<file path="src/hw/rtl/popup_headlight_motor_sequencer_macros.svh">
// Assertion helpers for the headlamp motor sequencer.
`ifndef POPUP_HEADLIGHT_MOTOR_SEQUENCER_MACROS_SVH
`define POPUP_HEADLIGHT_MOTOR_SEQUENCER_MACROS_SVH

`ifndef SYNTHESIS
`define PHMS_ASSERT_IMP(lbl, clk, rst_n, ante, cons) \
    lbl: assert property (@(posedge clk) disable iff (!rst_n) (ante) |-> (cons)) \
        else $error("phms assertion failed");
`define PHMS_ASSERT_NXT(lbl, clk, rst_n, ante, cons) \
    lbl: assert property (@(posedge clk) disable iff (!rst_n) (ante) |=> (cons)) \
        else $error("phms assertion failed");
`else
`define PHMS_ASSERT_IMP(lbl, clk, rst_n, ante, cons)
`define PHMS_ASSERT_NXT(lbl, clk, rst_n, ante, cons)
`endif

`endif

</file>
<file path="src/hw/rtl/phms_pkg.sv">
package phms_pkg;

    localparam int CFG_W     = 16;
    localparam int CFG_IDX_W = 1;
    localparam int TIME_W    = 32;
    localparam int PART_W    = CFG_W + 1;

    typedef logic [1:0]          t_mode;
    typedef logic [2:0]          t_goal;
    typedef logic [1:0]          t_pos;
    typedef logic [CFG_W-1:0]    t_cfg_val;
    typedef logic [CFG_IDX_W-1:0] t_cfg_idx;
    typedef logic [TIME_W-1:0]   t_time;

    localparam t_mode MODE_TICK   = 2'd0;
    localparam t_mode MODE_TARGET = 2'd1;
    localparam t_mode MODE_SLEEPY = 2'd2;
    localparam t_mode MODE_WINK   = 2'd3;

    localparam t_goal GOAL_IDLE    = 3'd0;
    localparam t_goal GOAL_UP      = 3'd1;
    localparam t_goal GOAL_DOWN    = 3'd2;
    localparam t_goal GOAL_MID     = 3'd3;
    localparam t_goal GOAL_TIMEOUT = 3'd4;

    localparam t_pos POS_UP   = 2'd0;
    localparam t_pos POS_DOWN = 2'd1;
    localparam t_pos POS_MID  = 2'd2;

    localparam t_cfg_idx CFG_TIMEOUT = 1'd0;
    localparam t_cfg_idx CFG_SLEEPY  = 1'd1;

    localparam t_cfg_val TIMEOUT_RST = 16'd1500;
    localparam t_cfg_val SLEEPY_RST  = 16'd200;

    typedef struct packed {
        t_mode mode;
        t_goal target_code;
        logic  sleepy_enable;
        logic  up_sense;
        logic  down_sense;
        t_time now_ms;
    } t_item;

    typedef struct packed {
        t_cfg_val timeout_ms;
        t_cfg_val sleepy_move_ms;
    } t_cfg;

    typedef struct packed {
        t_goal                   cur;
        t_goal                   prev;
        logic                    running;
        t_time                   start;
        logic                    sleepy;
        logic signed [PART_W-1:0] partial;
    } t_state;

endpackage

</file>
<file path="src/hw/rtl/phms_in_if.sv">
interface phms_in_if;
    logic              valid;
    logic              ready;
    phms_pkg::t_mode   mode;
    phms_pkg::t_goal   target_code;
    logic              sleepy_enable;
    logic              up_sense;
    logic              down_sense;
    phms_pkg::t_time   now_ms;

    modport source(output valid, mode, target_code, sleepy_enable, up_sense, down_sense,
                   now_ms, input ready);
    modport sink(input valid, mode, target_code, sleepy_enable, up_sense, down_sense,
                 now_ms, output ready);
endinterface

</file>
<file path="src/hw/rtl/phms_out_if.sv">
interface phms_out_if;
    logic            valid;
    logic            ready;
    logic            motor_on;
    phms_pkg::t_goal target_now;
    phms_pkg::t_goal target_before;
    phms_pkg::t_pos  position;

    modport source(output valid, motor_on, target_now, target_before, position, input ready);
    modport sink(input valid, motor_on, target_now, target_before, position, output ready);
endinterface

</file>
<file path="src/hw/rtl/popup_headlight_motor_sequencer.sv">
// Pop-up headlamp lift motor sequencer, one motor.
// i_in carries requests (tick, set target, sleepy mode, wink) with the two
// position sensor levels and a millisecond timestamp; o_out carries one result
// per request: motor drive, current and previous target, sensed position.
// Both channels transfer on valid && ready at a rising clock edge.
// i_cfg_we/i_cfg_idx/i_cfg_data write timeout_ms (index 0) and sleepy_move_ms
// (index 1); write only while no request is in flight.
// A transferred request lands in the input register, is evaluated against
// the state when it advances into the output register, and its result shows
// on o_out from then on.
// Throughput: one request per cycle while o_out is not stalled; the state
// update is a single 32-bit subtract and two compares between the input
// register and the state/result registers.
// When the receiver stalls, the result holds in the output register, one more
// request waits in the input register, then i_in.ready drops.
// Reset (synchronous, active low) clears both stages, sets the targets to
// idle, stops the motor and restores the register defaults (1500, 200).
`include "popup_headlight_motor_sequencer_macros.svh"

module popup_headlight_motor_sequencer (
    input  logic                i_clk,
    input  logic                i_rst_n,
    input  logic                i_cfg_we,
    input  phms_pkg::t_cfg_idx  i_cfg_idx,
    input  phms_pkg::t_cfg_val  i_cfg_data,
    phms_in_if.sink             i_in,
    phms_out_if.source          o_out
);

    logic              w_s1_valid;
    phms_pkg::t_item   w_s1_item;
    logic              w_advance;
    phms_pkg::t_cfg    r_cfg;
    phms_pkg::t_state  r_state;
    phms_pkg::t_state  n_state;
    phms_pkg::t_pos    n_pos;
    logic              r_out_valid;
    logic              r_motor_on;
    phms_pkg::t_goal   r_target_now;
    phms_pkg::t_goal   r_target_before;
    phms_pkg::t_pos    r_position;
    logic              w_out_take;
    logic              w_out_match;
    logic              w_tick_take;

    assign w_advance = w_s1_valid && (!r_out_valid || o_out.ready);

    phms_in_stage u_in_stage (
        .i_clk     (i_clk),
        .i_rst_n   (i_rst_n),
        .i_in      (i_in),
        .i_advance (w_advance),
        .o_valid   (w_s1_valid),
        .o_item    (w_s1_item)
    );

    phms_step u_step (
        .i_item  (w_s1_item),
        .i_state (r_state),
        .i_cfg   (r_cfg),
        .o_state (n_state),
        .o_pos   (n_pos)
    );

    always_ff @(posedge i_clk) begin
        if (!i_rst_n) begin
            r_cfg.timeout_ms     <= phms_pkg::TIMEOUT_RST;
            r_cfg.sleepy_move_ms <= phms_pkg::SLEEPY_RST;
        end else if (i_cfg_we) begin
            case (i_cfg_idx)
                phms_pkg::CFG_TIMEOUT: r_cfg.timeout_ms     <= i_cfg_data;
                phms_pkg::CFG_SLEEPY:  r_cfg.sleepy_move_ms <= i_cfg_data;
                default: begin
                end
            endcase
        end
    end

    always_ff @(posedge i_clk) begin
        if (!i_rst_n) begin
            r_state.cur     <= phms_pkg::GOAL_IDLE;
            r_state.prev    <= phms_pkg::GOAL_IDLE;
            r_state.running <= 1'b0;
            r_state.start   <= '1;
            r_state.sleepy  <= 1'b0;
            r_state.partial <= '1;
        end else if (w_advance) begin
            r_state <= n_state;
        end
    end

    always_ff @(posedge i_clk) begin
        if (!i_rst_n) begin
            r_out_valid <= 1'b0;
        end else if (w_advance) begin
            r_out_valid <= 1'b1;
        end else if (o_out.ready) begin
            r_out_valid <= 1'b0;
        end
    end

    always_ff @(posedge i_clk) begin
        if (w_advance) begin
            r_motor_on      <= n_state.running;
            r_target_now    <= n_state.cur;
            r_target_before <= n_state.prev;
            r_position      <= n_pos;
        end
    end

    assign o_out.valid         = r_out_valid;
    assign o_out.motor_on      = r_motor_on;
    assign o_out.target_now    = r_target_now;
    assign o_out.target_before = r_target_before;
    assign o_out.position      = r_position;

    assign w_out_take  = o_out.valid && o_out.ready;
    assign w_out_match = (o_out.target_now == r_state.cur) &&
                         (o_out.target_before == r_state.prev) &&
                         (o_out.motor_on == r_state.running);
    assign w_tick_take = w_advance && (w_s1_item.mode == phms_pkg::MODE_TICK);

    `PHMS_ASSERT_IMP(a_in_room, i_clk, i_rst_n, i_in.valid && i_in.ready, !w_s1_valid || w_advance)
    `PHMS_ASSERT_NXT(a_out_drain, i_clk, i_rst_n, w_out_take && !w_advance, !o_out.valid)
    `PHMS_ASSERT_IMP(a_out_state, i_clk, i_rst_n, o_out.valid, w_out_match)
    `PHMS_ASSERT_IMP(a_run_on_tick, i_clk, i_rst_n, $rose(r_state.running), $past(w_tick_take))

endmodule

</file>
<file path="src/hw/rtl/phms_in_stage.sv">
module phms_in_stage (
    input  logic              i_clk,
    input  logic              i_rst_n,
    phms_in_if.sink           i_in,
    input  logic              i_advance,
    output logic              o_valid,
    output phms_pkg::t_item   o_item
);

    logic            r_valid;
    phms_pkg::t_item r_item;
    logic            w_take;

    assign i_in.ready = !r_valid || i_advance;
    assign w_take     = i_in.valid && i_in.ready;

    always_ff @(posedge i_clk) begin
        if (!i_rst_n) begin
            r_valid <= 1'b0;
        end else if (w_take) begin
            r_valid <= 1'b1;
        end else if (i_advance) begin
            r_valid <= 1'b0;
        end
    end

    always_ff @(posedge i_clk) begin
        if (w_take) begin
            r_item.mode          <= i_in.mode;
            r_item.target_code   <= i_in.target_code;
            r_item.sleepy_enable <= i_in.sleepy_enable;
            r_item.up_sense      <= i_in.up_sense;
            r_item.down_sense    <= i_in.down_sense;
            r_item.now_ms        <= i_in.now_ms;
        end
    end

    assign o_valid = r_valid;
    assign o_item  = r_item;

endmodule

</file>
<file path="src/hw/rtl/phms_step.sv">
module phms_step (
    input  phms_pkg::t_item  i_item,
    input  phms_pkg::t_state i_state,
    input  phms_pkg::t_cfg   i_cfg,
    output phms_pkg::t_state o_state,
    output phms_pkg::t_pos   o_pos
);

    phms_pkg::t_pos                      w_pos;
    phms_pkg::t_goal                     w_sensed;
    phms_pkg::t_time                     w_base;
    logic signed [phms_pkg::TIME_W-1:0]  w_elapsed;
    logic signed [phms_pkg::TIME_W-1:0]  w_timeout;
    logic signed [phms_pkg::TIME_W-1:0]  w_part_ext;
    logic                                w_over;
    logic                                w_part_done;
    logic signed [phms_pkg::PART_W-1:0]  w_sleepy_part;

    always_comb begin
        if (i_item.up_sense && !i_item.down_sense) begin
            w_pos = phms_pkg::POS_UP;
        end else if (!i_item.up_sense && i_item.down_sense) begin
            w_pos = phms_pkg::POS_DOWN;
        end else begin
            w_pos = phms_pkg::POS_MID;
        end
    end

    always_comb begin
        case (w_pos)
            phms_pkg::POS_UP:   w_sensed = phms_pkg::GOAL_UP;
            phms_pkg::POS_DOWN: w_sensed = phms_pkg::GOAL_DOWN;
            default:            w_sensed = phms_pkg::GOAL_MID;
        endcase
    end

    // a run that starts on this tick has zero elapsed time
    assign w_base        = i_state.running ? i_state.start : i_item.now_ms;
    assign w_elapsed     = $signed(i_item.now_ms - w_base);
    assign w_timeout     = $signed({{(phms_pkg::TIME_W-phms_pkg::CFG_W){1'b0}},
                                    i_cfg.timeout_ms});
    assign w_part_ext    = {{(phms_pkg::TIME_W-phms_pkg::PART_W){i_state.partial[phms_pkg::PART_W-1]}},
                            i_state.partial};
    assign w_over        = w_elapsed > w_timeout;
    assign w_part_done   = w_elapsed >= w_part_ext;
    assign w_sleepy_part = $signed({1'b0, i_cfg.sleepy_move_ms});

    always_comb begin
        o_state = i_state;
        case (i_item.mode)
            phms_pkg::MODE_TICK: begin
                if (i_state.cur != phms_pkg::GOAL_IDLE &&
                    i_state.cur != phms_pkg::GOAL_TIMEOUT) begin
                    if (w_sensed != i_state.cur) begin
                        o_state.running = 1'b1;
                        o_state.start   = w_base;
                        if (w_over) begin
                            o_state.running = 1'b0;
                            o_state.prev    = i_state.cur;
                            o_state.cur     = phms_pkg::GOAL_TIMEOUT;
                        end else if (i_state.cur == phms_pkg::GOAL_MID && w_part_done) begin
                            o_state.running = 1'b0;
                            o_state.prev    = i_state.cur;
                            o_state.cur     = phms_pkg::GOAL_IDLE;
                        end
                    end else if (i_state.cur == phms_pkg::GOAL_UP && i_state.sleepy) begin
                        o_state.partial = w_sleepy_part;
                        o_state.cur     = phms_pkg::GOAL_MID;
                    end else begin
                        o_state.running = 1'b0;
                        o_state.prev    = i_state.cur;
                        o_state.cur     = phms_pkg::GOAL_IDLE;
                    end
                end
            end
            phms_pkg::MODE_TARGET: begin
                if (i_item.target_code inside {[phms_pkg::GOAL_IDLE:phms_pkg::GOAL_TIMEOUT]} &&
                    i_state.cur != phms_pkg::GOAL_TIMEOUT) begin
                    if (i_item.target_code == phms_pkg::GOAL_MID &&
                        w_sensed == phms_pkg::GOAL_MID) begin
                        o_state.prev = phms_pkg::GOAL_MID;
                        o_state.cur  = phms_pkg::GOAL_IDLE;
                    end else begin
                        o_state.cur = i_item.target_code;
                    end
                end
            end
            phms_pkg::MODE_SLEEPY: begin
                o_state.sleepy = i_item.sleepy_enable;
                if (i_item.sleepy_enable) begin
                    if (w_sensed != phms_pkg::GOAL_UP) begin
                        o_state.cur = phms_pkg::GOAL_UP;
                    end else begin
                        o_state.partial = w_sleepy_part;
                        if (i_state.cur != phms_pkg::GOAL_TIMEOUT) begin
                            o_state.cur = phms_pkg::GOAL_MID;
                        end
                    end
                end
            end
            phms_pkg::MODE_WINK: begin
                if (i_state.cur == phms_pkg::GOAL_IDLE) begin
                    o_state.cur = (i_state.prev == phms_pkg::GOAL_DOWN) ?
                                  phms_pkg::GOAL_UP : phms_pkg::GOAL_DOWN;
                end
            end
            default: begin
            end
        endcase
    end

    assign o_pos = w_pos;

endmodule

</file>
<file path="src/flat_wrapper.sv">
// flat-port wrapper written by rule: the top's interface ports become plain ports
module popup_headlight_motor_sequencer_flat 
  (i_clk, i_rst_n, i_cfg_we, i_cfg_idx, i_cfg_data, i_in_valid, i_in_mode, i_in_target_code, i_in_sleepy_enable, i_in_up_sense, i_in_down_sense, i_in_now_ms, i_in_ready, o_out_valid, o_out_motor_on, o_out_target_now, o_out_target_before, o_out_position, o_out_ready);
  phms_in_if i_in_i ();
  phms_out_if o_out_i ();
  input  logic i_clk;
  input  logic i_rst_n;
  input  logic i_cfg_we;
  input  phms_pkg::t_cfg_idx i_cfg_idx;
  input  phms_pkg::t_cfg_val i_cfg_data;
  input wire logic [$bits(i_in_i.valid)-1:0] i_in_valid;
  input wire logic [$bits(i_in_i.mode)-1:0] i_in_mode;
  input wire logic [$bits(i_in_i.target_code)-1:0] i_in_target_code;
  input wire logic [$bits(i_in_i.sleepy_enable)-1:0] i_in_sleepy_enable;
  input wire logic [$bits(i_in_i.up_sense)-1:0] i_in_up_sense;
  input wire logic [$bits(i_in_i.down_sense)-1:0] i_in_down_sense;
  input wire logic [$bits(i_in_i.now_ms)-1:0] i_in_now_ms;
  output wire logic [$bits(i_in_i.ready)-1:0] i_in_ready;
  output wire logic [$bits(o_out_i.valid)-1:0] o_out_valid;
  output wire logic [$bits(o_out_i.motor_on)-1:0] o_out_motor_on;
  output wire logic [$bits(o_out_i.target_now)-1:0] o_out_target_now;
  output wire logic [$bits(o_out_i.target_before)-1:0] o_out_target_before;
  output wire logic [$bits(o_out_i.position)-1:0] o_out_position;
  input wire logic [$bits(o_out_i.ready)-1:0] o_out_ready;
  assign i_in_i.valid = i_in_valid;
  assign i_in_i.mode = i_in_mode;
  assign i_in_i.target_code = i_in_target_code;
  assign i_in_i.sleepy_enable = i_in_sleepy_enable;
  assign i_in_i.up_sense = i_in_up_sense;
  assign i_in_i.down_sense = i_in_down_sense;
  assign i_in_i.now_ms = i_in_now_ms;
  assign i_in_ready = i_in_i.ready;
  assign o_out_valid = o_out_i.valid;
  assign o_out_motor_on = o_out_i.motor_on;
  assign o_out_target_now = o_out_i.target_now;
  assign o_out_target_before = o_out_i.target_before;
  assign o_out_position = o_out_i.position;
  assign o_out_i.ready = o_out_ready;
  popup_headlight_motor_sequencer u_core (.i_clk(i_clk), .i_rst_n(i_rst_n), .i_cfg_we(i_cfg_we), .i_cfg_idx(i_cfg_idx), .i_cfg_data(i_cfg_data), .i_in(i_in_i), .o_out(o_out_i));
endmodule
</file>
<file path="config.mk">
export PLATFORM = sky130hd
export DESIGN_NAME = popup_headlight_motor_sequencer_flat
export DESIGN_NICKNAME = d
export VERILOG_FILES = /design/src/hw/rtl/phms_pkg.sv /design/src/hw/rtl/phms_in_if.sv /design/src/hw/rtl/phms_out_if.sv /design/src/hw/rtl/popup_headlight_motor_sequencer.sv /design/src/hw/rtl/phms_in_stage.sv /design/src/hw/rtl/phms_step.sv /design/src/flat_wrapper.sv
export VERILOG_INCLUDE_DIRS = /design/src /design/src/hw/rtl
export SDC_FILE = /design/constraint.sdc
export NUM_CORES = 1
export LEC_CHECK = 0
export ABC_AREA = 1
export CAP_MARGIN = 20
export CORE_ASPECT_RATIO = 0.9
export CORE_MARGIN = 2
export CORE_UTILIZATION = 45
export DETAILED_ROUTE_END_ITERATION = 6
export DONT_BUFFER_PORTS = 1
export GPL_TIMING_DRIVEN = 0
export PLACE_DENSITY = 0.68
export SYNTH_ARGS = -nofsm -noshare
export SYNTH_HDL_FRONTEND = slang
export SYNTH_HIERARCHICAL = 1
export SYNTH_SLANG_ARGS = --single-unit
</file>
<file path="constraint.sdc">
create_clock -name i_clk -period 10.4 [get_ports i_clk]
set_input_delay 1.04 -clock i_clk [delete_from_list [all_inputs] [get_ports i_clk]]
set_output_delay 1.04 -clock i_clk [all_outputs]
set_load 0.01 [all_outputs]
</file>
# Word level (Yosys, flattened, before mapping)
# Index checks and enable logic that the tools add are counted.
dict set report classes {
  bitwise_logic 1
  addsub 1
  magnitude_cmp 4
  n_reduce_logical 28
  eq_ne 17
  muxes 32
}
# cell n
set ops {}
lappend ops {{17-bit two-way mux} 5}
lappend ops {{32-bit two-way mux} 2}
lappend ops {{39-bit two-way mux} 1}
lappend ops {{17-bit one-hot mux with 2 select lines} 1}
lappend ops {{33-bit two-way mux} 1}
lappend ops {{32-bit by 17-bit >= comparator with 1-bit output} 1}
lappend ops {{32-bit by 17-bit > comparator with 1-bit output} 1}
lappend ops {{32-bit subtractor} 1}
lappend ops {{7-bit two-way mux} 3}
lappend ops {{3-bit two-way mux} 6}
lappend ops {{3-bit by 2-bit == test with 1-bit output, second input constant} 4}
lappend ops {{3-bit one-hot mux with 4 select lines} 1}
lappend ops {{1-bit logical AND} 10}
lappend ops {{2-bit two-way mux} 4}
lappend ops {{2-bit inequality test, second input constant} 4}
lappend ops {{7-bit AND reduction} 1}
lappend ops {{6-bit two-way mux} 1}
lappend ops {{3-bit one-hot mux with 2 select lines} 1}
lappend ops {{2-bit AND reduction} 3}
lappend ops {{2-bit nonzero test} 3}
lappend ops {{2-bit by 1-bit == test with 1-bit output, second input constant} 2}
lappend ops {{2-bit == test, second input constant} 2}
lappend ops {{1-bit logical NOT} 4}
lappend ops {{2-bit logical NOT} 2}
lappend ops {{15 further kinds} 19}
dict set report word_totals {
  regBits 140
  output_inout_bits 11
  input_bits 62
}

# Logic depth before layout (Yosys ltp)
# Gate-level depths: netlist of run 1.
dict set report logic_depth {
  depth_word 11
  depth_mapped 37
}

# By module
# Netlist of run 1, hierarchy kept.
# module cells_per_inst seq_area_each_um2 n_inst area_per_inst_um2
set by_module_without_submodules {}
lappend by_module_without_submodules {phms_step 974 0.0 1 5228.8}
lappend by_module_without_submodules {popup_headlight_motor_sequencer 425 2072.0 1 3607.2}
lappend by_module_without_submodules {phms_in_stage 47 1221.2 1 1252.5}

# Worst setup path after synthesis of run 1
# OpenSTA, ideal clock, no wires.
dict set report synth_path {
  kind {reg-to-reg}
  start {reg u_core/r_state[50] in the netlist's numbering}
  end {reg u_core/r_state[52] in the netlist's numbering}
  arrival_time_ps 4171
  t_required_ps 10285
  setup_ps 115
  path_buffers 2
  slack_ps 6114
  path_stages_with_launch 34
  path_cell_list {dfxtp_1 -> buf_2 -> buf_1 -> mux2i_1 -> ha_1 -> nand2_2 -> nor2_4 -> and2_1 -> nand2_1 -> nand3_2 -> nand2_2 -> nand2_2 -> nand4_1 -> nand3_2 -> xor2_4 -> inv_1 -> ha_1 -> nand4_1 -> inv_1 -> nand2_1 -> nor4_1 -> nand2_1 -> nand3b_1 -> nand3_1 -> a21oi_1 -> nand2_1 -> nand2_1 -> nand2_1 -> nand2_1 -> nand2_1 -> inv_1 -> nand3_1 -> nand2_1 -> nor2_1}
}
# item line_no
set synth_lines {}
lappend synth_lines {{start, declared} popup_headlight_motor_sequencer.sv:34} ;# phms_pkg::t_state r_state;
lappend synth_lines {{start signal, assigned} popup_headlight_motor_sequencer.sv:88} ;# r_state <= n_state;

==> results of run 1 <==
[state kept, by name (all words and copies together), names as in the netlist, 2 cells and up]
signal and cells:
u_core/u_in_stage/o_item 40, u_core/o_out.target_before 3, u_core/r_state 57, u_core/r_cfg 32, u_core/o_out.target_now 3, u_core/o_out.position 2
[per-layer routing]
metal / share of wire (%) / global-route usage, % / vias up
li1: - / - / 4757
met1: 48 / 33.1 / 4251
met2: 44 / 35.3 / 269
met3: 6.1 / 3.92 / 37
met4: 1.8 / 7.04 / 0
met5: 0 / 0 / -
[cells by family after synthesis]
group                    count (synthesis)  synth area share, %
adder cells (fa/ha/maj)                 83                 10.4
flip-flops                             140                 32.6
XOR/XNOR                                16                 1.58
AO/OA/AOI/OAI                          183                 9.75
AND/OR/NAND/NOR                        733                 31.9
multiplexers                            30                 2.98
buffers and inverters                  261                 10.8
[cells in the mapped netlist (4+ instances only)]
| cell | number |
|---|---|
| inv_1 | 196 |
| nand2_2 | 16 |
| ha_1 | 82 |
| clkbuf_1 | 14 |
| nor3_1 | 6 |
| a31oi_1 | 18 |
| nor2_1 | 110 |
| o21ai_1 | 9 |
| nand2_4 | 4 |
| buf_1 | 6 |
| edfxtp_1 | 49 |
| buf_2 | 20 |
| mux2i_1 | 30 |
| and2_1 | 5 |
| nand4_1 | 15 |
| nand3_2 | 5 |
| buf_4 | 7 |
| a21oi_1 | 75 |
| o21ai_0 | 66 |
| dfxtp_1 | 91 |
| nor2_2 | 13 |
| nand3_1 | 157 |
| nand2_1 | 389 |
| nor2_4 | 5 |
| xor2_1 | 14 |
| inv_2 | 10 |
[metrics by stage]
| step | setup slack (ps) | instance area, um^2 | util, % |
|---|---|---|---|
| floorplan | 6110 | 10100 | - |
| global placement | 4590 | 10500 | 47.9 |
| global route | 4550 | 11100 | 50.8 |
| detailed placement | 5080 | 10500 | 48.0 |
| finish | 4930 | 11100 | 50.8 |
| CTS | 5030 | 11100 | 50.8 |
[where the power goes]
part           internal [mW]  switching (mW)
registers              0.611          0.0289
clock network          0.365           0.249
logic                  0.200           0.372
[worst max-delay path: cells and delay by family (launching register included)]
kind                     cells  cell delay (ps)
flip-flops                   1              330
XOR/XNOR                     1              220
buffers and inverters        5             1110
AO/OA/AOI/OAI                2              310
AND/OR/NAND/NOR             22             2470
adder cells (fa/ha/maj)      3              960
[how the worst min path moves through the flow]
stage / depth (start not counted) / slack (ps) / end / from
floorplan: 2 / 430 / u_core/r_state[10]$_SDFFE_PN1P_ / u_core/r_state[10]$_SDFFE_PN1P_
finish: 2 / 460 / u_core/r_state[12]$_SDFFE_PN1P_ / u_core/r_state[12]$_SDFFE_PN1P_
global placement: 2 / 440 / u_core/r_state[10]$_SDFFE_PN1P_ / u_core/r_state[10]$_SDFFE_PN1P_
global route: 2 / 480 / u_core/r_state[10]$_SDFFE_PN1P_ / u_core/r_state[10]$_SDFFE_PN1P_
CTS: 2 / 460 / u_core/r_state[10]$_SDFFE_PN1P_ / u_core/r_state[10]$_SDFFE_PN1P_
detailed placement: 2 / 440 / u_core/r_state[10]$_SDFFE_PN1P_ / u_core/r_state[10]$_SDFFE_PN1P_
[layout by cell type (no fill, tap or decap), types with 3 or more instances in the layout]
| master | n |
|---|---|
| o21ai_1 | 9 |
| inv_1 | 196 |
| dfxtp_1 | 91 |
| nand4_1 | 15 |
| nand3b_1 | 3 |
| a31oi_1 | 18 |
| buf_4 | 7 |
| a21oi_2 | 3 |
| inv_6 | 5 |
| nor2_1 | 110 |
| o21ai_0 | 66 |
| buf_1 | 6 |
| mux2i_1 | 30 |
| and2_1 | 5 |
| nor2_4 | 5 |
| clkbuf_16 | 20 |
| nand2_2 | 16 |
| clkinv_4 | 4 |
| buf_2 | 20 |
| nand3_2 | 5 |
| nand3_1 | 157 |
| a21oi_1 | 74 |
| nor2_2 | 13 |
| xor2_1 | 14 |
| ha_1 | 82 |
| nand2_1 | 389 |
| edfxtp_1 | 49 |
| nand2_4 | 4 |
| inv_2 | 10 |
| clkbuf_1 | 16 |
| nor3_1 | 6 |
[final cells by class]
cell class,count,area [um^2]
Clock buffer,24,536
Sequential cell,140,3290
Multi-Input combinational cell,1045,5720
Fill cell,2196,10700
Timing Repair Buffer,1,20.0
Inverter,209,795
Buffer,52,290
Tap cell,291,364
Clock inverter,8,68.8
==> results_dict.tcl, run 1 <==
set metrics [dict create \
    ys_types 51 \
    reg2regPathDepth 33 \
    post_cts_buffers 0 \
    required_ps 10770 \
    crit_end "u_core/r_state[55]$_SDFFE_PN0P_" \
    power.total_mw 1.83 \
    crit_type "flop to flop" \
    cts_resized 0 \
    synth_area_leaders "dfxtp_1 (18%), edfxtp_1 (15%), nand2_1 (14%), ha_1 (10%), nand3_1 (7.8%)" \
    io_buffers 0 \
    rsz0062_at_grt "false" \
    drtIter0Drc 782 \
    ys.flop_type "dfxtp_1" \
    via_per_inst 5.26 \
    r2r_end "u_core/r_state[55]$_SDFFE_PN0P_" \
    first_global_vias 8564 \
    hold_class "flop to flop" \
    die_w_um 162 \
    syn_nets 1591 \
    clock_latency_ps 440 \
    power_density_nw_per_um2 165 \
    gp_congestion 0.938 \
    worstPathMaxFanout 10 \
    startpoint_type "flop" \
    drcViolationCount 0 \
    cts_tree "built" \
    synth_edf_count 49 \
    place_inst 1738 \
    power_leakage_nw 5.74 \
    yosysSeqAreaShare_pct 32.6 \
    grt_antenna_before_repair 0 \
    die-area_um2 23600 \
    antennaDiodeCount 0 \
    end_kind "flop" \
    maxSlewViolCount 0 \
    status "complete, no violations" \
    rr_startpoint "u_core/r_state[50]$_SDFFE_PN0P_" \
    h-tree-depth 4 \
    cts_buffers 17 \
    cpPeakStageDelay_ps 620 \
    fin_setup_tns_ps 0 \
    grt_usage_pct 23.0 \
    cp-startpoint "u_core/r_state[50]$_SDFFE_PN0P_" \
    design.core.area_um2 21800 \
    wirelength_um 26800 \
    dp_hpwl_um 21000 \
    rows 51 \
    r2r_slack_ps 4930 \
    avgSynthCellArea_um2 6.98 \
    drv_cap 0 \
    grt_pass1_wl_um 43600 \
    cts_buffer_depth 2 \
    cts_hold_buf 0 \
    final_layout_size_suffix_gt1_share_pct 8.45 \
    cts_sinks 140 \
    finalNetCount 1611 \
    start_util_pct 46.2 \
    worst_pin_slew_ps 907 \
    fin_worst_skew_ps 16.4 \
    grt_max_degree 29 \
    grt-ovfl-total 0 \
    max_freq_ghz 0.183 \
    final.period_utilization_pct 52.6 \
    synthCells 1446 \
    slowest_stage "buf_1" \
    worst_path_most_repeated_cell "nand2_1" \
    fp.dieH_um 146 \
    vias 9314 \
    async_reset_ff_share_pct 0 \
    finalHoldViolations 0 \
    finalSetupViolCount 0 \
    io-pin-count 73 \
    stdcell_count 1770 \
    dr.pass1.iters 6 \
    syn_area_um2 10100 \
    cp_data_arrival_time_ps 5830 \
    ant_nets 0 \
    yosysTopAreaCell "dfxtp_1" \
    post_drt_wl_per_cell_um 15.1 \
    max-vdd-ir-drop_v 0.0000923 \
    synth.top_cell.area_share_pct 18.1 \
    ys_ff_latch 140 \
    fin_crit_ps 5470 \
    slew_headroom_pct 39.6 \
    cts_root_buf "clkbuf_16" \
    area_delta_synth_final_pct 9.91 \
    holdWs_ps 457 \
    path_clk_slew_ps 60 \
    synth_warnings 6 \
]
Power figures use the tool's default switching activity.
==> run 2: changes to the inputs <==
--- a/config.mk
+++ b/config.mk
@@ -6,7 +6,7 @@
 export SDC_FILE = /design/constraint.sdc
 export NUM_CORES = 1
 export LEC_CHECK = 0
-export ABC_AREA = 1
+export ABC_AREA = 0
 export CAP_MARGIN = 20
 export CORE_ASPECT_RATIO = 0.9
 export CORE_MARGIN = 2
@@ -14,7 +14,7 @@
 export DETAILED_ROUTE_END_ITERATION = 6
 export DONT_BUFFER_PORTS = 1
 export GPL_TIMING_DRIVEN = 0
-export PLACE_DENSITY = 0.68
+export PLACE_DENSITY = 0.7
 export SYNTH_ARGS = -nofsm -noshare
 export SYNTH_HDL_FRONTEND = slang
 export SYNTH_HIERARCHICAL = 1
==> constraint.sdc (replaced) <==
create_clock -name i_clk -period 4.5 [get_ports i_clk]
set_input_delay 0.45 -clock i_clk [delete_from_list [all_inputs] [get_ports i_clk]]
set_output_delay 0.45 -clock i_clk [all_outputs]
set_load 0.01 [all_outputs]
==> run 2 against run 1 <==
The flow now finishes with violations (negative setup slack); worst setup slack lost 5800 ps; hold slack lost 350 ps; global-route usage is essentially flat.
==> results_dict.tcl, run 2 <==
set metrics [dict create \
    power_density_nw_per_um2 348 \
    ant_nets 0 \
    antennaDiodeCount 0 \
    post_drt_wl_per_cell_um 17.3 \
    path_clk_slew_ps 60 \
    design.core.area_um2 20900 \
    synth_warnings 6 \
    fin_crit_ps 5360 \
    synth_area_leaders "dfxtp_1 (19%), edfxtp_1 (15%), ha_1 (11%), nand2_1 (6.2%), o21ai_0 (5.8%)" \
    syn_area_um2 9650 \
    wirelength_um 25800 \
    avgSynthCellArea_um2 8.51 \
    required_ps 4860 \
    final_common_cell "nand2_1" \
    cts_buffer_depth 2 \
    finalNetCount 1332 \
    grt_usage_pct 23.1 \
    cp_data_arrival_time_ps 5720 \
    worstPathMaxFanout 5 \
    holdWs_ps 103 \
    synth_edf_count 49 \
    cts_hold_buf 0 \
    cts_buffers 17 \
    worst_path_most_repeated_cell "buf_4" \
    max-vdd-ir-drop_v 0.000178 \
    drtIter0Drc 676 \
    hold_class "input pin to flop" \
    finalSetupViolCount 14 \
    stdcell_count 1485 \
    startpoint_type "flop" \
    io-pin-count 73 \
    ys_ff_latch 140 \
    yosysTopAreaCell "dfxtp_1" \
    gp_congestion 0.875 \
    first_global_vias 8083 \
    die_w_um 158 \
    synthCells 1134 \
    final_layout_size_suffix_gt1_share_pct 16.7 \
    cpPeakStageDelay_ps 380 \
    start_util_pct 46.2 \
    placed_area_um2 10200 \
    io_buffers 0 \
    max_freq_ghz 0.187 \
    worst_pin_slew_ps 725 \
    fin_worst_skew_ps 8.34 \
    largest_register_ffs 57 \
    status "finished with violations" \
    grt_max_degree 41 \
    largest-register "u_core/r_state" \
    synth_most_common_cell "nand2_1" \
    drv_cap 0 \
    slew_headroom_pct 51.7 \
    final_core_util_pct 54.8 \
    design_area_um2 11400 \
    final.period_utilization_pct 119 \
    via_per_inst 5.76 \
    end_kind "flop" \
    synth.top_cell.area_share_pct 18.9 \
    drcViolationCount 0 \
    violations "negative setup slack" \
    cts_tree "built" \
    h-tree-depth 4 \
    cts_root_buf "clkbuf_16" \
    fp.dieH_um 143 \
    cts_sinks 140 \
    grt_pass1_wl_um 41200 \
    vias 8553 \
    syn_nets 1279 \
    ys_types 71 \
    async_reset_ff_share_pct 0 \
    place_inst 1420 \
    yosysSeqAreaShare_pct 34.1 \
    power.total_mw 3.98 \
    maxSlewViolCount 0 \
    rows 50 \
    dp_hpwl_um 18200 \
    slowest_stage "dfxtp_4" \
    grt_antenna_before_repair 0 \
    ys.flop_type "dfxtp_1" \
    dr.pass1.iters 5 \
    r2r_slack_ps -860 \
    fin_ws_ps -857 \
    ys_top_cells_by_count "nand2_1 (159), o21ai_0 (111), inv_1 (102)" \
    clock_latency_ps 440 \
    grt-ovfl-total 0 \
    area_delta_synth_final_pct 18.6 \
    power_leakage_nw 5.03 \
    most-common-layout-cells "nand2_1 (158), inv_1 (102), o21ai_0 (100), dfxtp_1 (90), ha_1 (71)" \
    crit_type "flop to flop" \
    rsz0062_at_grt "true" \
    finalHoldViolations 0 \
    die-area_um2 22600 \
]
## run 2: cell types whose count changed after synthesis, sizes merged, moves of 20 or more
| cell | delta |
|---|---|
| nor2 | -85 |
| o311ai | +51 |
| nand2 | -250 |
| mux2 | +20 |
| o21ai | +39 |
| clkbuf | +28 |
| nand3 | -142 |
| a21boi | +23 |
| a21oi | -27 |
| a21o | +20 |
| inv | -105 |
## run 2: worst paths after layout
| check | from | endpoint | depth (start not counted) |
|---|---|---|---|
| max | u_core/r_state[50]$_SDFFE_PN0P_ | u_core/r_state[53]$_SDFFE_PN0P_ | 28 |
| min | i_in_now_ms[14] | u_core/u_in_stage/o_item[14]$_DFFE_PP_ | 0 |
| max reg2reg | u_core/r_state[50]$_SDFFE_PN0P_ | u_core/r_state[53]$_SDFFE_PN0P_ | 28 |
| min reg2reg | u_core/r_cfg[10]$_SDFFE_PN0P_ | u_core/r_cfg[10]$_SDFFE_PN0P_ | 2 |
## run 2: per-stage QoR
stage	setup slack, ps	TNS [ps]
floorplan	-88.6	-291
finish	-857	-9590
global placement	-1020	-11430
CTS	-745	-8760
global route	-1100	-13160
detailed placement	-1110	-12140
## run 2: timing repair
| action | in CTS | in global routing |
|---|---|---|
| setup endpoints to repair | 14 | 14 |
| hold endpoints to repair | 0 | 0 |
| gates cloned | 3 | 0 |
| gates resized for setup | 61 | 19 |
| buffers inserted | 20 | 14 |
| pin swaps | 42 | 26 |
## run 2: power breakdown
group	total (mW)	internal (mW)	switching [mW]
combinational	1.13	0.473	0.652
sequential	1.46	1.40	0.0618
clock	1.40	0.820	0.576
## run 2: per-layer routing
metal	vias up	routed length, um	global-route usage, %
li1	4208	-	-
met1	4074	11900	30.6
met2	234	12000	37.5
met3	37	1280	4.49
met4	0	520	7.97
met5	-	0	0
## run 2: logic make-up after synthesis
kind of cell / share of synthesized area, %
AOI/OAI and AO/OA: 23.3
and+or+nand+nor: 15.7
buffers and inverters: 7.40
DFF: 34.1
adders and majority gates: 10.8
muxes: 6.69
xor gates and xnor gates: 1.91
## run 2: critical path, delay by kind of cell, from the launching register on
kind	cells	cell delay (ps)
mux	2	340
compound gates	11	2250
flops	1	380
xor+xnor	1	170
buf+inv	9	1320
fa+ha+maj	2	570
simple gates	3	260
## run 2: layout make-up
cell class	instances	area, um^2
flip-flops and latches	140	3300
fillers	1907	9450
repair buffers	37	304
clock inverters	10	73.8
multi-input cells	825	6090
inverters	103	387
clock buffers	21	514
well taps	286	358
plain buffers	63	414
==> run 3: changes to the inputs <==
--- a/config.mk
+++ b/config.mk
@@ -10,11 +10,11 @@
 export CAP_MARGIN = 20
 export CORE_ASPECT_RATIO = 0.9
 export CORE_MARGIN = 2
-export CORE_UTILIZATION = 45
+export CORE_UTILIZATION = 30
 export DETAILED_ROUTE_END_ITERATION = 6
 export DONT_BUFFER_PORTS = 1
 export GPL_TIMING_DRIVEN = 0
-export PLACE_DENSITY = 0.7
+export PLACE_DENSITY = 0.53
 export SYNTH_ARGS = -nofsm -noshare
 export SYNTH_HDL_FRONTEND = slang
 export SYNTH_HIERARCHICAL = 1
==> run 3 against run 2 <==
The flow still finishes with violations (negative setup slack); count of clock-buffer cells in the layout unchanged; critical path depth fell by 2; first-iteration DRC count fell by 29%; via count is 0.30% higher; global-route usage is 6.0 points lower; final area rose by 1.6%; combinational power about the same; cell count up 8.4%; clock power is 6% higher; sequential share of layout area is 0.45 points lower; maximum frequency grew 0.67%; worst setup slack better by 36 ps; largest cell class unchanged.
==> results_dict.tcl, run 3 (synthesis gave the netlist of run 2 again) <==
set metrics [dict create \
    rows 62 \
    fin_setup_tns_ps -9400 \
    clock_latency_ps 450 \
    power_density_nw_per_um2 352 \
    required_ps 4870 \
    rsz0062_at_grt "true" \
    worstHoldStart "i_in_now_ms[23]" \
    n_fill_cell 3284 \
    io-pin-count 73 \
    hold_class "input pin to flop" \
    area_delta_synth_final_pct 20.5 \
    antennaDiodeCount 0 \
    max-vdd-ir-drop_v 0.000279 \
    drv_cap 0 \
    worst_pin_slew_ps 669 \
    end_kind "flop" \
    dr.pass1.iters 6 \
    finalNetCount 1326 \
    cts_buffer_depth 2 \
    largest-register "u_core/r_state" \
    crit_type "flop to flop" \
    cts_root_buf "clkbuf_16" \
    rr_startpoint "u_core/r_state[50]$_SDFFE_PN0P_" \
    startpoint_type "flop" \
    path_clk_slew_ps 70 \
    ant_nets 0 \
    design_area_um2 11600 \
    post_drt_wl_per_cell_um 17.5 \
    grt_antenna_before_repair 0 \
    seqCellArea_um2 3300 \
    final.period_utilization_pct 118 \
    die-area_um2 33600 \
    r2r_slack_ps -820 \
    grt_max_degree 41 \
    design.core.area_um2 31800 \
    cp_data_arrival_time_ps 5690 \
    largest_register_ffs 57 \
    violations "negative setup slack" \
    drcViolationCount 0 \
    start_util_pct 30.3 \
    power_leakage_nw 5.00 \
    fin_worst_skew_ps 8.59 \
    reg2regPathDepth 26 \
    io_buffers 0 \
    slew_headroom_pct 55.4 \
    fin_ws_ps -821 \
    worstPathMaxFanout 6 \
    r2r_end "u_core/r_state[54]$_SDFFE_PN0P_" \
    maxSlewViolCount 0 \
    cts_hold_buf 0 \
    hold_path_end "u_core/u_in_stage/o_item[23]$_DFFE_PP_" \
    max_freq_ghz 0.188 \
    grt-ovfl-total 0 \
    dp_hpwl_um 20500 \
    wirelength_um 28100 \
    cts_tree "built" \
    holdWs_ps 92.7 \
    grt_pass1_wl_um 44600 \
    dp_slack_ps -1070 \
    via_per_inst 5.33 \
    finalSetupViolCount 14 \
    multi_input_area_um2 6130 \
    fin_crit_ps 5320 \
    grt_usage_pct 17.1 \
    die_w_um 193 \
    h-tree-depth 4 \
    gp_congestion 0.875 \
    final_layout_size_suffix_gt1_share_pct 15.6 \
    most-common-layout-cells "nand2_1 (158), inv_1 (102), o21ai_0 (101), dfxtp_1 (90), ha_1 (70)" \
    cts_buffers 17 \
    first_global_vias 8308 \
    final_common_cell "nand2_1" \
    drtIter0Drc 482 \
    status "finished with violations" \
    cts_sinks 140 \
    finalHoldViolations 0 \
    worstHoldPathCells 0 \
    placed_area_um2 10400 \
    vias 8579 \
    fp.dieH_um 174 \
]
-- run 3: cell count changes in the layout (fill, tap and decap cells not counted), sizes merged --
cell | previous run | this run
inv | 108 | 111
bufinv | 0 | 1
clkbuf | 64 | 62
clkinv | 4 | 1
buf | 57 | 53
-- run 3: power breakdown --
group / internal (mW) / total, mW / switching (mW) / leakage, nW
sequential: 1.40 / 1.47 / 0.0661 / 1.22
combinational: 0.478 / 1.13 / 0.652 / 3.47
clock: 0.872 / 1.49 / 0.619 / 0.305
total: 2.75 / 4.09 / 1.34 / 5.00
-- run 3: worst max-delay path by stage --
stage | from | end | slack [ps] | cells after the start
final | u_core/r_state[50]$_SDFFE_PN0P_ | u_core/r_state[54]$_SDFFE_PN0P_ | -820 | 26
after global placement | u_core/r_state[50]$_SDFFE_PN0P_ | u_core/r_state[53]$_SDFFE_PN0P_ | -1060 | 24
after CTS | u_core/r_state[50]$_SDFFE_PN0P_ | u_core/r_state[53]$_SDFFE_PN0P_ | -710 | 25
after detailed placement | u_core/r_state[50]$_SDFFE_PN0P_ | u_core/r_state[53]$_SDFFE_PN0P_ | -1070 | 24
after global routing | u_core/r_state[50]$_SDFFE_PN0P_ | u_core/r_state[54]$_SDFFE_PN0P_ | -1100 | 26
after floorplan | u_core/r_state[50]$_SDFFE_PN0P_ | u_core/r_state[53]$_SDFFE_PN0P_ | -90 | 25
-- run 3: cell type report --
cell class	count	share of cell area (%)
Clock inverter	11	1.00
Timing Repair Buffer	32	2.35
Clock buffer	21	4.33
Sequential cell	140	28.4
Buffer	62	3.42
Inverter	103	3.33
Multi-Input combinational cell	825	52.7
Tap cell	416	4.48
-- run 3: what timing repair did --
item,4_1_cts,5_1_grt
gates resized for setup,56,21
setup buffers,22,8
pin swaps,36,14
cloned,2,0
setup endpoints to repair,14,14
-- run 3: per-stage QoR --
step / cells / total power [mW] / util, %
global placement: 1550 / 2.47 / 32.6
detailed placement: 1550 / 2.49 / 32.6
global route: 1610 / 4.34 / 36.5
finish: 1610 / 4.09 / 36.5
CTS: 1602 / 4.09 / 35.9
floorplan: 1134 / 2.24 / -
-- run 3: critical path, cell delays in order (launching register included) --
cell and delay [ps]:
dfxtp_4 380, clkbuf_16 170, clkbuf_16 170, buf_12 140, mux2i_4 270, ha_4 250
a21oi_2 140, o211ai_1 160, a221oi_2 250, buf_4 160, o31ai_4 80, a211oi_4 280
xor2_1 260, inv_1 80, ha_1 300, nand4_1 150, nor2_4 60, buf_4 130
a221oi_1 250, o211ai_1 160, buf_4 160, a211o_1 250, a31oi_4 210, nand4_1 270
a22oi_2 270, nand2_1 70, mux2i_1 140
-- run 3: per-layer routing --
| metal | global-route usage (%) | vias to the layer above | part of all wire [%] |
|---|---|---|---|
| li1 | - | 4222 | - |
| met1 | 23.7 | 4136 | 48 |
| met2 | 27.0 | 192 | 46 |
| met3 | 3.19 | 29 | 4.3 |
| met4 | 4.67 | 0 | 1.5 |
| met5 | 0 | - | 0 |
